`config.mk`:
```
export PLATFORM = sky130hd
export DESIGN_NAME = gmt_ctrl
export DESIGN_NICKNAME = d
export VERILOG_FILES = /design/src/design/gmt_pkg.sv /design/src/design/gmt_ctrl.sv
export SDC_FILE = /design/constraint.sdc
export NUM_CORES = 1
export LEC_CHECK = 0
export ABC_AREA = 1
export BUFFER_PORTS_ARGS = -buffer_cell sky130_fd_sc_hd__buf_2
export CORE_AREA = 2 2 39 41
export DETAILED_ROUTE_END_ITERATION = 10
export DIE_AREA = 0 0 41 43
export HOLD_SLACK_MARGIN = 0.1
export PLACE_DENSITY = 0.4
export SLEW_MARGIN = 20
export SYNTH_ARGS = -nofsm -noshare
export SYNTH_HDL_FRONTEND = slang
export SYNTH_SLANG_ARGS = --single-unit
```
`constraint.sdc`:
```
create_clock -name clk -period 0.8 [get_ports clk]
set_input_delay 0.16 -clock clk [delete_from_list [all_inputs] [get_ports clk]]
set_output_delay 0.16 -clock clk [all_outputs]
set_load 0.01 [all_outputs]
```
`src/design/gmt_pkg.sv`:
```
// Shared types and constants for the group member table with aging.
package gmt_pkg;

  localparam int ID_W   = 32;
  localparam int OP_W   = 2;
  localparam int TO_W   = 16;
  localparam int LIVE_W = 7;
  localparam int STAT_W = 2;

  localparam logic [TO_W-1:0] TO_RESET = 16'd30;

  localparam logic [OP_W-1:0] OP_TICK   = 2'd0;
  localparam logic [OP_W-1:0] OP_INSERT = 2'd1;
  localparam logic [OP_W-1:0] OP_GET    = 2'd2;
  localparam logic [OP_W-1:0] OP_REMOVE = 2'd3;

  localparam logic [STAT_W-1:0] STAT_DONE      = 2'd0;
  localparam logic [STAT_W-1:0] STAT_NO_GROUP  = 2'd1;
  localparam logic [STAT_W-1:0] STAT_NO_MEMBER = 2'd2;
  localparam logic [STAT_W-1:0] STAT_FULL      = 2'd3;

  // Controller to datapath.
  typedef struct packed {
    logic accept;   // operation taken from the input ports
    logic rd_en;    // advance the table scan
    logic fin;      // first scan finished, resolve the operation
    logic restart;  // begin the member emission scan of a get
  } gmt_cmd_t;

  // Datapath to controller.
  typedef struct packed {
    logic scan_done;
    logic need_pass2;
  } gmt_sts_t;

endpackage

```
`src/design/gmt_ctrl.sv`:
```
// Sequencer for the table scans of one operation.
module gmt_ctrl (
  input  logic                       clk,
  input  logic                       rst_n,
  input  logic                       start,
  input  logic [gmt_pkg::OP_W-1:0]   in_operation,
  input  gmt_pkg::gmt_sts_t          sts,
  output gmt_pkg::gmt_cmd_t          cmd,
  output logic                       busy
);
  import gmt_pkg::*;

  localparam logic [1:0] S_IDLE  = 2'd0;
  localparam logic [1:0] S_SCAN1 = 2'd1;
  localparam logic [1:0] S_FIN1  = 2'd2;
  localparam logic [1:0] S_SCAN2 = 2'd3;

  logic [1:0] state_r;
  logic [1:0] state_nxt;

  always_comb begin
    state_nxt   = state_r;
    cmd.accept  = 1'b0;
    cmd.rd_en   = 1'b0;
    cmd.fin     = 1'b0;
    cmd.restart = 1'b0;
    unique case (state_r)
      S_IDLE: begin
        if (start) begin
          cmd.accept = 1'b1;
          // a tick completes in the datapath, so the sequencer stays idle
          if (in_operation != OP_TICK) state_nxt = S_SCAN1;
        end
      end
      S_SCAN1: begin
        cmd.rd_en = 1'b1;
        if (sts.scan_done) state_nxt = S_FIN1;
      end
      S_FIN1: begin
        cmd.fin = 1'b1;
        if (sts.need_pass2) begin
          cmd.restart = 1'b1;
          state_nxt   = S_SCAN2;
        end else begin
          state_nxt = S_IDLE;
        end
      end
      S_SCAN2: begin
        cmd.rd_en = 1'b1;
        if (sts.scan_done) state_nxt = S_IDLE;
      end
      default: state_nxt = S_IDLE;
    endcase
  end

  always_ff @(posedge clk) begin
    if (!rst_n) begin
      state_r <= S_IDLE;
    end else begin
      state_r <= state_nxt;
    end
  end

  assign busy = (state_r != S_IDLE);

endmodule

```
======== Word level (Yosys, flattened, before mapping) ========
Index checks and enable logic that the tools add are counted.
Widths: inputs -> output; s select.
word-level totals
  output and inout port bits .............. 5
  register bits ........................... 2
operators by class
  reductions and logical operators ........ 5
  equality and inequality tests ........... 7
  mux-type cells .......................... 11
operators with widths
  kind                count
  $mux 2              6
  $ne 2x2->1 const B  4
  $pmux 2 s4          1
  $eq 2x2->1 const B  2
  $mux 1              4
  $reduce_and 4->1    1
  $reduce_bool 2->1   2
  $eq 2x1->1 const B  1
  $logic_not 2->1     1
  $reduce_or 2->1     1

======== Depth between registers and ports, before layout ========
Gate-level depths: netlist (run 1).
  word-level depth ........................ 4
  depth in mapped cells ................... 4
  gate-level depth less buffers ........... 4

======== Least setup slack after synthesis (run 1) ========
OpenSTA, ideal clock, no wires.
  path type ............................... register -> output
  start point ............................. reg state_r[0]
  end point ............................... out cmd[3] in the netlist's numbering
  arrival ................................. 0.626 ns
  setup slack ............................. 0.014 ns
  buffers on the path ..................... 0
  cell stages (with the launch flop) ...... 4
  required time ........................... 0.640 ns
  cell sequence ........................... dfxtp_1 > inv_2 > nand2_2 > nor2_1
RTL lines
  element                 RTL line        text
  start, declared         gmt_ctrl.sv:18  logic [1:0] state_r;
  start signal, assigned  gmt_ctrl.sv:60  state_r <= state_nxt;
  end, declared           gmt_ctrl.sv:8   output gmt_pkg::gmt_cmd_t cmd,

==> results of run 1 <==
synthesized netlist by cell type, drive strengths merged:
cell type,n
clkbuf,1
dfxtp,2
nor2,2
a21oi,3
o21ai,1
inv,9
nand2,5
nand3,2
power breakdown:
group | leakage (nW) | internal, mW | switching, mW | total [mW]
Sequential | 0.0169 | 0.110 | 0.00678 | 0.117
Clock | 0.0138 | 0.165 | 0.0568 | 0.222
Combinational | 0.133 | 0.0581 | 0.0624 | 0.121
path summary, 6_finish.rpt:
path / start / to / slack (ps)
worst max-delay path: state_r[1]$_SDFFE_PN0P_ / cmd[3] / -230
worst min-delay path: rst_n / state_r[1]$_SDFFE_PN0P_ / 190
worst max register to register: state_r[0]$_SDFFE_PN0P_ / state_r[0]$_SDFFE_PN0P_ / 30
worst min register to register: state_r[1]$_SDFFE_PN0P_ / state_r[1]$_SDFFE_PN0P_ / 580
per-layer routing:
layer | share of wire, % | vias up | track usage (%) | wire [um]
met5 | 0 | - | 0 | 0
met4 | 0 | 0 | 8.00 | 0
met3 | 8.3 | 0 | 2.09 | 32
met2 | 59 | 5 | 8.44 | 229
met1 | 32 | 83 | 4.47 | 124
li1 | - | 101 | - | -
cell families (layout without fill, tap and decap cells):
kind of cell | after synthesis | after routing | share of synthesized area, %
buffers and inverters | 10 | 25 | 26.8
AO/OA/AOI/OAI | 4 | 4 | 17.0
flip-flops | 2 | 2 | 28.6
AND/OR/NAND/NOR | 9 | 9 | 27.7
area by class of cell:
cell class | instances | area share [%]
Inverter | 9 | 12.7
Sequential cell | 2 | 15.6
Clock buffer | 3 | 8.49
Timing Repair Buffer | 13 | 28.8
Tap cell | 16 | 7.55
Multi-Input combinational cell | 13 | 26.9
cell usage in the layout (no fill, tap or decap), drive strengths merged:
cell | netlist | layout
buf | 0 | 13
inv | 9 | 9
nand2 | 5 | 5
clkbuf | 1 | 3
a21oi | 3 | 3
nor2 | 2 | 2
nand3 | 2 | 2
dfxtp | 2 | 2
o21ai | 1 | 1
stage by stage:
step	power (mW)	std cells	cell area [um^2]
6_report	0.459	56	265
5_1_grt	0.497	56	265
4_1_cts	0.481	55	258
3_5_place_dp	0.226	52	219
3_3_place_gp	0.225	52	219
2_1_floorplan	0.175	25	140
critical path: stages (launching register included):
cell	delay, ps
dfxtp_2	330
inv_2	60
nand2_2	60
nor2_1	80
buf_2	130
what timing repair did:
| action | CTS | global route |
|---|---|---|
| buffers inserted | 0 | 1 |
| resized for setup | 4 | 0 |
| setup endpoints to repair | 5 | 6 |
==> flow_summary.ini, run 1 <==
[global_routing]
grt_pass1_wl_um = 614
antenna_found_initial = 0
grt.total_usage_pct = 5.71
grt_overflow = 0
grt_max_degree = 5
grt_pass1_vias = 187

[final_layout]
fin_util_pct = 19.2
num-fill-cells = 163
top_regs = state_r: 2 flops
largest_reg_flops = 2
synthToLayoutAreaGrowth_pct = 89.3
fin_nets = 49
regArea_um2 = 41.3
drive_above_1_share_pct = 57.5
regMostFlops = state_r
num_antenna_cells = 0
multi_input_area_um2 = 71.3

[clock_tree]
htreeDepth = 1
cts.sinks = 2
cts_tree = built
clk_pin_slew_ps = 30
cts_hold_buf = 0
clk_latency_ps = 220
numCtsBuffers = 3
root_buffer = clkbuf_4
clockBufferDepth = 2

[sta]
timing.slew.headroom_pct = 91.4
clock_skew_ps = 0.797
hold-worst-slack_ps = 194
rsz0062_at_grt = true
setup_viol = 5
final.period_utilization_pct = 129
max_freq_mhz = 971
finalHoldViolCount = 0
final.setup.worst_slack_ps = -230
min_period_ps = 1030
final.setup.tns_ps = -958
final-max-slew-violation-count = 0
tightest_slew_ps = 129

[routing]
wl_um = 386
wl_per_cell_um = 6.89
route.detailed.drc = 0
drtIter0Drc = 0
vias_per_cell = 3.38
vias = 189
firstDrtPassIters = 1
ant_nets = 0

[synth]
synth_cell_types = 11
synthCells = 25
syn_avg_cell_area_um2 = 5.61
yosysTopAreaCell = dfxtp_1
synth_area_um2 = 140
syn-num-nets = 32
ys_seq_elements = 2
synthTopCellsByArea = dfxtp_1 29%, inv_1 19%, nand2_1 11%
synth_warnings = 0
yosysSeqAreaShare_pct = 28.6
synthDominantCellAreaShare_pct = 28.6

[floorplanning]
coreArea_um2 = 1380
num_rows = 14
dieArea_um2 = 1760
die_w_um = 41
die_y_um = 43
io-pin-count = 12
start_util_pct = 10.1

[critical_path]
required_ps = 640
ff2ff_path_depth = 4
crit_fanout = 4
end_kind = output pin
start_kind = register
criticalPathCategory = register to output pin
worstPathArrival_ps = 870

[place]
pre_cts_slack_ps = -31.5
gp_congestion = 0.685
io_buffers = 11

[power_and_ir_drop]
ir_drop_uv = 583
leakagePower_nw = 0.164
power_density_nw_per_um2 = 1730

[flow_run]
timing.max_cap.violations = 0

[worst_hold_path]
whs_path_depth = 3
hold_class = input port to register

[run_status]
violations = setup timing
status = complete, but fails checks
(Power assumes the default switching activity.)
==> run 2, diff against run 1 <==
Settings changed: ABC_AREA 1 to unset, PLACE_DENSITY 0.4 to 0.38.
==> flow_summary.ini, run 2 <==
[run_status]
status = complete, but fails checks
violations = setup timing

[global_routing]
grt.total_usage_pct = 5.81
grt_pass1_vias = 165
grt_overflow = 0
grt_max_degree = 5
antenna_found_initial = 0
grt_pass1_wl_um = 621

[critical_path]
required_ps = 640
crit_fanout = 3
end_kind = output pin
ff2ff_path_depth = 3
reg2reg_to = state_r[1]$_SDFFE_PN0P_
start_kind = register
criticalPathCategory = register to output pin
worstPathArrival_ps = 980
startpoint = state_r[1]$_SDFFE_PN0P_
rrSetupSlack_ps = -80
r2r_start = state_r[1]$_SDFFE_PN0P_

[power_and_ir_drop]
p_seq_share_pct = 23.0
power_density_nw_per_um2 = 1810
pwr-share-comb_pct = 35.9
p_int_uw = 390
p_clk_share_pct = 41.1
leakagePower_nw = 0.138
p_sw_share_pct = 28.8
ir_drop_uv = 495
p_sw_uw = 158

[sta]
setup_viol = 7
final.period_utilization_pct = 143
final.setup.tns_ps = -1400
final-max-slew-violation-count = 0
hold-worst-slack_ps = 163
final.setup.worst_slack_ps = -341
timing.slew.headroom_pct = 86.5
tightest_slew_ps = 202
finalHoldViolCount = 0
clock_skew_ps = 1.30
max_freq_mhz = 877
min_period_ps = 1140
rsz0062_at_grt = true

[final_layout]
largest_reg_flops = 2
final_common_cell = buf_2
fin_util_pct = 21.9
regMostFlops = state_r
drive_above_1_share_pct = 90.0
num-fill-cells = 157
synthToLayoutAreaGrowth_pct = 169
final_cell_area_um2 = 303
fin_nets = 39
layout_common_cells = 7 x buf_2, 5 x buf_6, 3 x clkbuf_4
num_antenna_cells = 0
top_regs = state_r: 2 flops

[clock_tree]
cts_hold_buf = 0
cts.sinks = 2
htreeDepth = 1
cts_tree = built
clockBufferDepth = 2
clk_pin_slew_ps = 30
root_buffer = clkbuf_4
numCtsBuffers = 3
clk_latency_ps = 220

[routing]
vias_per_cell = 3.46
wl_per_cell_um = 8.02
wl_um = 369
ant_nets = 0
firstDrtPassIters = 2
route.detailed.drc = 0
vias = 159
drtIter0Drc = 5

[floorplanning]
num_rows = 14
dieArea_um2 = 1760
coreArea_um2 = 1380
die_w_um = 41
die_y_um = 43
io-pin-count = 12
start_util_pct = 8.14

[synth]
synthFlopType = dfxtp_1
synth_common_cells = 3 x inv_1, 2 x dfxtp_1, 2 x nor2_1
ys_seq_elements = 2
synthDominantCellAreaShare_pct = 35.6
yosysTopAreaCell = dfxtp_1
async_reset_ff_share_pct = 0
synth_warnings = 0
synthCells = 15
syn-num-nets = 22
yosysSeqAreaShare_pct = 35.6
yosysMostFrequentCell = inv_1
syn_avg_cell_area_um2 = 7.51
synthTopCellsByArea = dfxtp_1 36%, inv_1 10%, a221oi_1 7.8%
synth-edff-count = 0
synth_cell_types = 11
synth_area_um2 = 113

[place]
gp_congestion = 0.680
place_area_um2 = 221
dp_hpwl_um = 273
io_buffers = 11

[flow_run]
timing.max_cap.violations = 0

[worst_hold_path]
whs_path_depth = 2
min_from = sts[1]
hold_end = state_r[0]$_SDFFE_PN0P_
hold_class = input port to register
run 2: changes by cell type after synthesis, moves of 2 or more:
| cell | delta |
|---|---|
| nand2_1 | -4 |
| inv_1 | -4 |
| inv_2 | -2 |
| nand3_1 | -2 |
run 2: logic make-up (layout without fill, tap and decap cells):
family / Yosys count / in the layout / share of synthesized area (%)
XOR/XNOR: 1 / 1 / 7.78
AND/OR/NAND/NOR: 4 / 4 / 17.8
flip-flops: 2 / 2 / 35.6
buffers and inverters: 4 / 19 / 13.3
AO/OA/AOI/OAI: 4 / 4 / 25.6
run 2: final cells by class:
cell class | instances | area [um^2] | area share, %
Sequential cell | 2 | 42.5 | 14.0
Tap cell | 16 | 20.0 | 6.61
Inverter | 3 | 11.3 | 3.72
Clock buffer | 3 | 22.5 | 7.44
Multi-Input combinational cell | 9 | 108 | 35.5
Timing Repair Buffer | 13 | 98.8 | 32.6
run 2: critical path: stages (launching register included):
cell and delay [ps]:
dfxtp_2 320, or2_4 260, nor2_4 80, buf_6 100
run 2: how the worst max path moves through the flow:
stage                              end  slack [ps]  cells past startpoint
4_1_cts                         cmd[3]        -340                      3
3_5_place_dp                    cmd[3]        -110                      3
5_1_grt                         cmd[3]        -390                      3
2_1_floorplan                   cmd[3]         -50                      2
6_report                        cmd[3]        -340                      3
3_3_place_gp   state_r[0]$_SDFFE_PN0P_        -120                      3
run 2: power groups by stage:
stage               clock [mW]  combinational, mW  sequential, mW
global placement             0              0.140           0.124
finish                   0.225              0.196           0.126
CTS                      0.234              0.185           0.125
global route             0.243              0.212           0.128
detailed placement           0              0.139           0.125
floorplan                    0             0.0772           0.128
run 2: metrics by stage:
stage          std cells  setup WS (ps)  power, mW
2_1_floorplan         15          -46.9      0.205
3_3_place_gp          43           -116      0.265
3_5_place_dp          43           -112      0.264
4_1_cts               47           -345      0.543
5_1_grt               46           -393      0.583
6_report              46           -341      0.547
run 2: routing by layer:
metal  vias to the layer above  routed length (um)  global-route usage, %
met5                         -                   0                      0
met4                         0                  11                   8.00
met3                         2                  53                   3.66
met2                        14                 141                   5.31
met1                        63                 162                   7.03
li1                         80                   -                      -
run 2: timing repair:
item | 4_1_cts | 5_1_grt
resized for setup | 7 | 6
buffers inserted | 1 | 0
gates cloned | 0 | 0
pin swaps | 2 | 2
endpoints found under the setup margin | 7 | 7
==> run 3, diff against run 2 <==
Settings changed: CELL_PAD_IN_SITES_DETAIL_PLACEMENT set to 0, CELL_PAD_IN_SITES_GLOBAL_PLACEMENT set to 1, PLACE_DENSITY 0.38 to 0.49.
==> flow_summary.ini, run 3 (same netlist as run 2, synthesis figures left out) <==
[place]
place_area_um2 = 221
dp_hpwl_um = 290
io_buffers = 11
gp_congestion = 0.632
dp.cells = 43

[power_and_ir_drop]
leakagePower_nw = 0.145
power_density_nw_per_um2 = 1780
ir_drop_uv = 764

[critical_path]
r2r_start = state_r[1]$_SDFFE_PN0P_
reg2reg_to = state_r[1]$_SDFFE_PN0P_
crit_fanout = 3
end_kind = output pin
criticalPathCategory = register to output pin
required_ps = 640
ff2ff_path_depth = 4
start_kind = register
rrSetupSlack_ps = -140
worstPathArrival_ps = 980

[worst_hold_path]
hold_class = input port to register
whs_path_depth = 2
hold_end = state_r[0]$_SDFFE_PN0P_
min_from = sts[1]

[global_routing]
grt_pass1_wl_um = 641
grt_pass1_vias = 165
antenna_found_initial = 0
grt_overflow = 0
grt.total_usage_pct = 6.41
grt_max_degree = 5

[routing]
ant_nets = 0
wl_um = 424
route.detailed.drc = 0
vias = 168
firstDrtPassIters = 4
wl_per_cell_um = 9.02
drtIter0Drc = 5
vias_per_cell = 3.57

[sta]
final-max-slew-violation-count = 0
timing.slew.headroom_pct = 85.0
setup_viol = 7
max_freq_mhz = 878
final.period_utilization_pct = 142
final.setup.worst_slack_ps = -339
tightest_slew_ps = 223
clock_skew_ps = 1.82
finalHoldViolCount = 0
rsz0062_at_grt = true
min_period_ps = 1140

[final_layout]
fin_nets = 40
synthToLayoutAreaGrowth_pct = 179
largest_reg_flops = 2
layout_common_cells = 7 x buf_2, 6 x buf_6, 3 x clkbuf_4
num_antenna_cells = 0
regMostFlops = state_r
final_cell_area_um2 = 314
fin_util_pct = 22.7
top_regs = state_r: 2 flops
final_common_cell = buf_2
drive_above_1_share_pct = 90.3
fin_cells = 47

[clock_tree]
clk_pin_slew_ps = 30
cts_tree = built
clockBufferDepth = 2
numCtsBuffers = 3
cts.sinks = 2
root_buffer = clkbuf_4
clk_latency_ps = 230
htreeDepth = 1

[floorplanning]
io-pin-count = 12
die_w_um = 41
die_y_um = 43
coreArea_um2 = 1380
start_util_pct = 8.14
dieArea_um2 = 1760
num_rows = 14

[run_status]
status = complete, but fails checks
violations = setup timing

[flow_run]
timing.max_cap.violations = 0
==> run 3: cell types whose count changed in the layout (fill, tap and decap cells not counted), sizes merged <==
cell	before	now
buf	13	14
==> run 3: worst max-delay path by stage <==
stage | startpoint | end | slack (ps) | cells after the start
detailed placement | state_r[1]$_SDFFE_PN0P_ | cmd[3] | -110 | 3
finish | state_r[1]$_SDFFE_PN0P_ | cmd[3] | -340 | 3
global route | state_r[1]$_SDFFE_PN0P_ | cmd[3] | -390 | 3
CTS | state_r[1]$_SDFFE_PN0P_ | cmd[3] | -340 | 3
floorplan | state_r[0]$_SDFFE_PN0P_ | cmd[3] | -50 | 2
global placement | state_r[1]$_SDFFE_PN0P_ | state_r[0]$_SDFFE_PN0P_ | -110 | 3
==> run 3: layout make-up <==
cell class | instances | area [um^2]
Multi-Input combinational cell | 9 | 108
Sequential cell | 2 | 42.5
Fill cell | 148 | 1070
Timing Repair Buffer | 14 | 110
Tap cell | 16 | 20.0
Clock buffer | 3 | 22.5
Inverter | 3 | 11.3
==> run 3: per-layer routing <==
metal  wire, um  track usage [%]  vias up
li1           -                -       81
met1        196             7.32       70
met2        156             5.94       15
met3         63             6.81        2
met4          8             6.00        0
met5          0                0        -
==> run 3: per-stage QoR <==
stage | hold WS, ps | power (mW) | setup TNS [ps] | worst slack, ps
6_report | 173 | 0.560 | -1530 | -339
5_1_grt | 163 | 0.611 | -1850 | -391
4_1_cts | 140 | 0.548 | -1650 | -340
3_5_place_dp | 386 | 0.265 | -422 | -109
3_3_place_gp | 384 | 0.266 | -455 | -108
2_1_floorplan | 261 | 0.205 | -110 | -46.9
==> run 3: worst max-delay path, stage by stage (launching register included) <==
cell	delay (ps)
dfxtp_2	320
or2_4	260
nor2_4	80
buf_6	100
==> run 3: repair_timing <==
action | 4_1_cts | 5_1_grt
setup endpoints to repair | 7 | 7
pin swaps | 1 | 2
hold buffers | 0 | 0
cloned | 0 | 0
setup buffers | 1 | 1
gates resized for setup | 7 | 6
endpoints found under the hold margin | 0 | 0
==> run 3: report_power, final <==
group | leakage, nW | internal (mW) | switching, mW
Clock | 0.0138 | 0.166 | 0.0600
Sequential | 0.0172 | 0.113 | 0.0119
Combinational | 0.114 | 0.118 | 0.0908
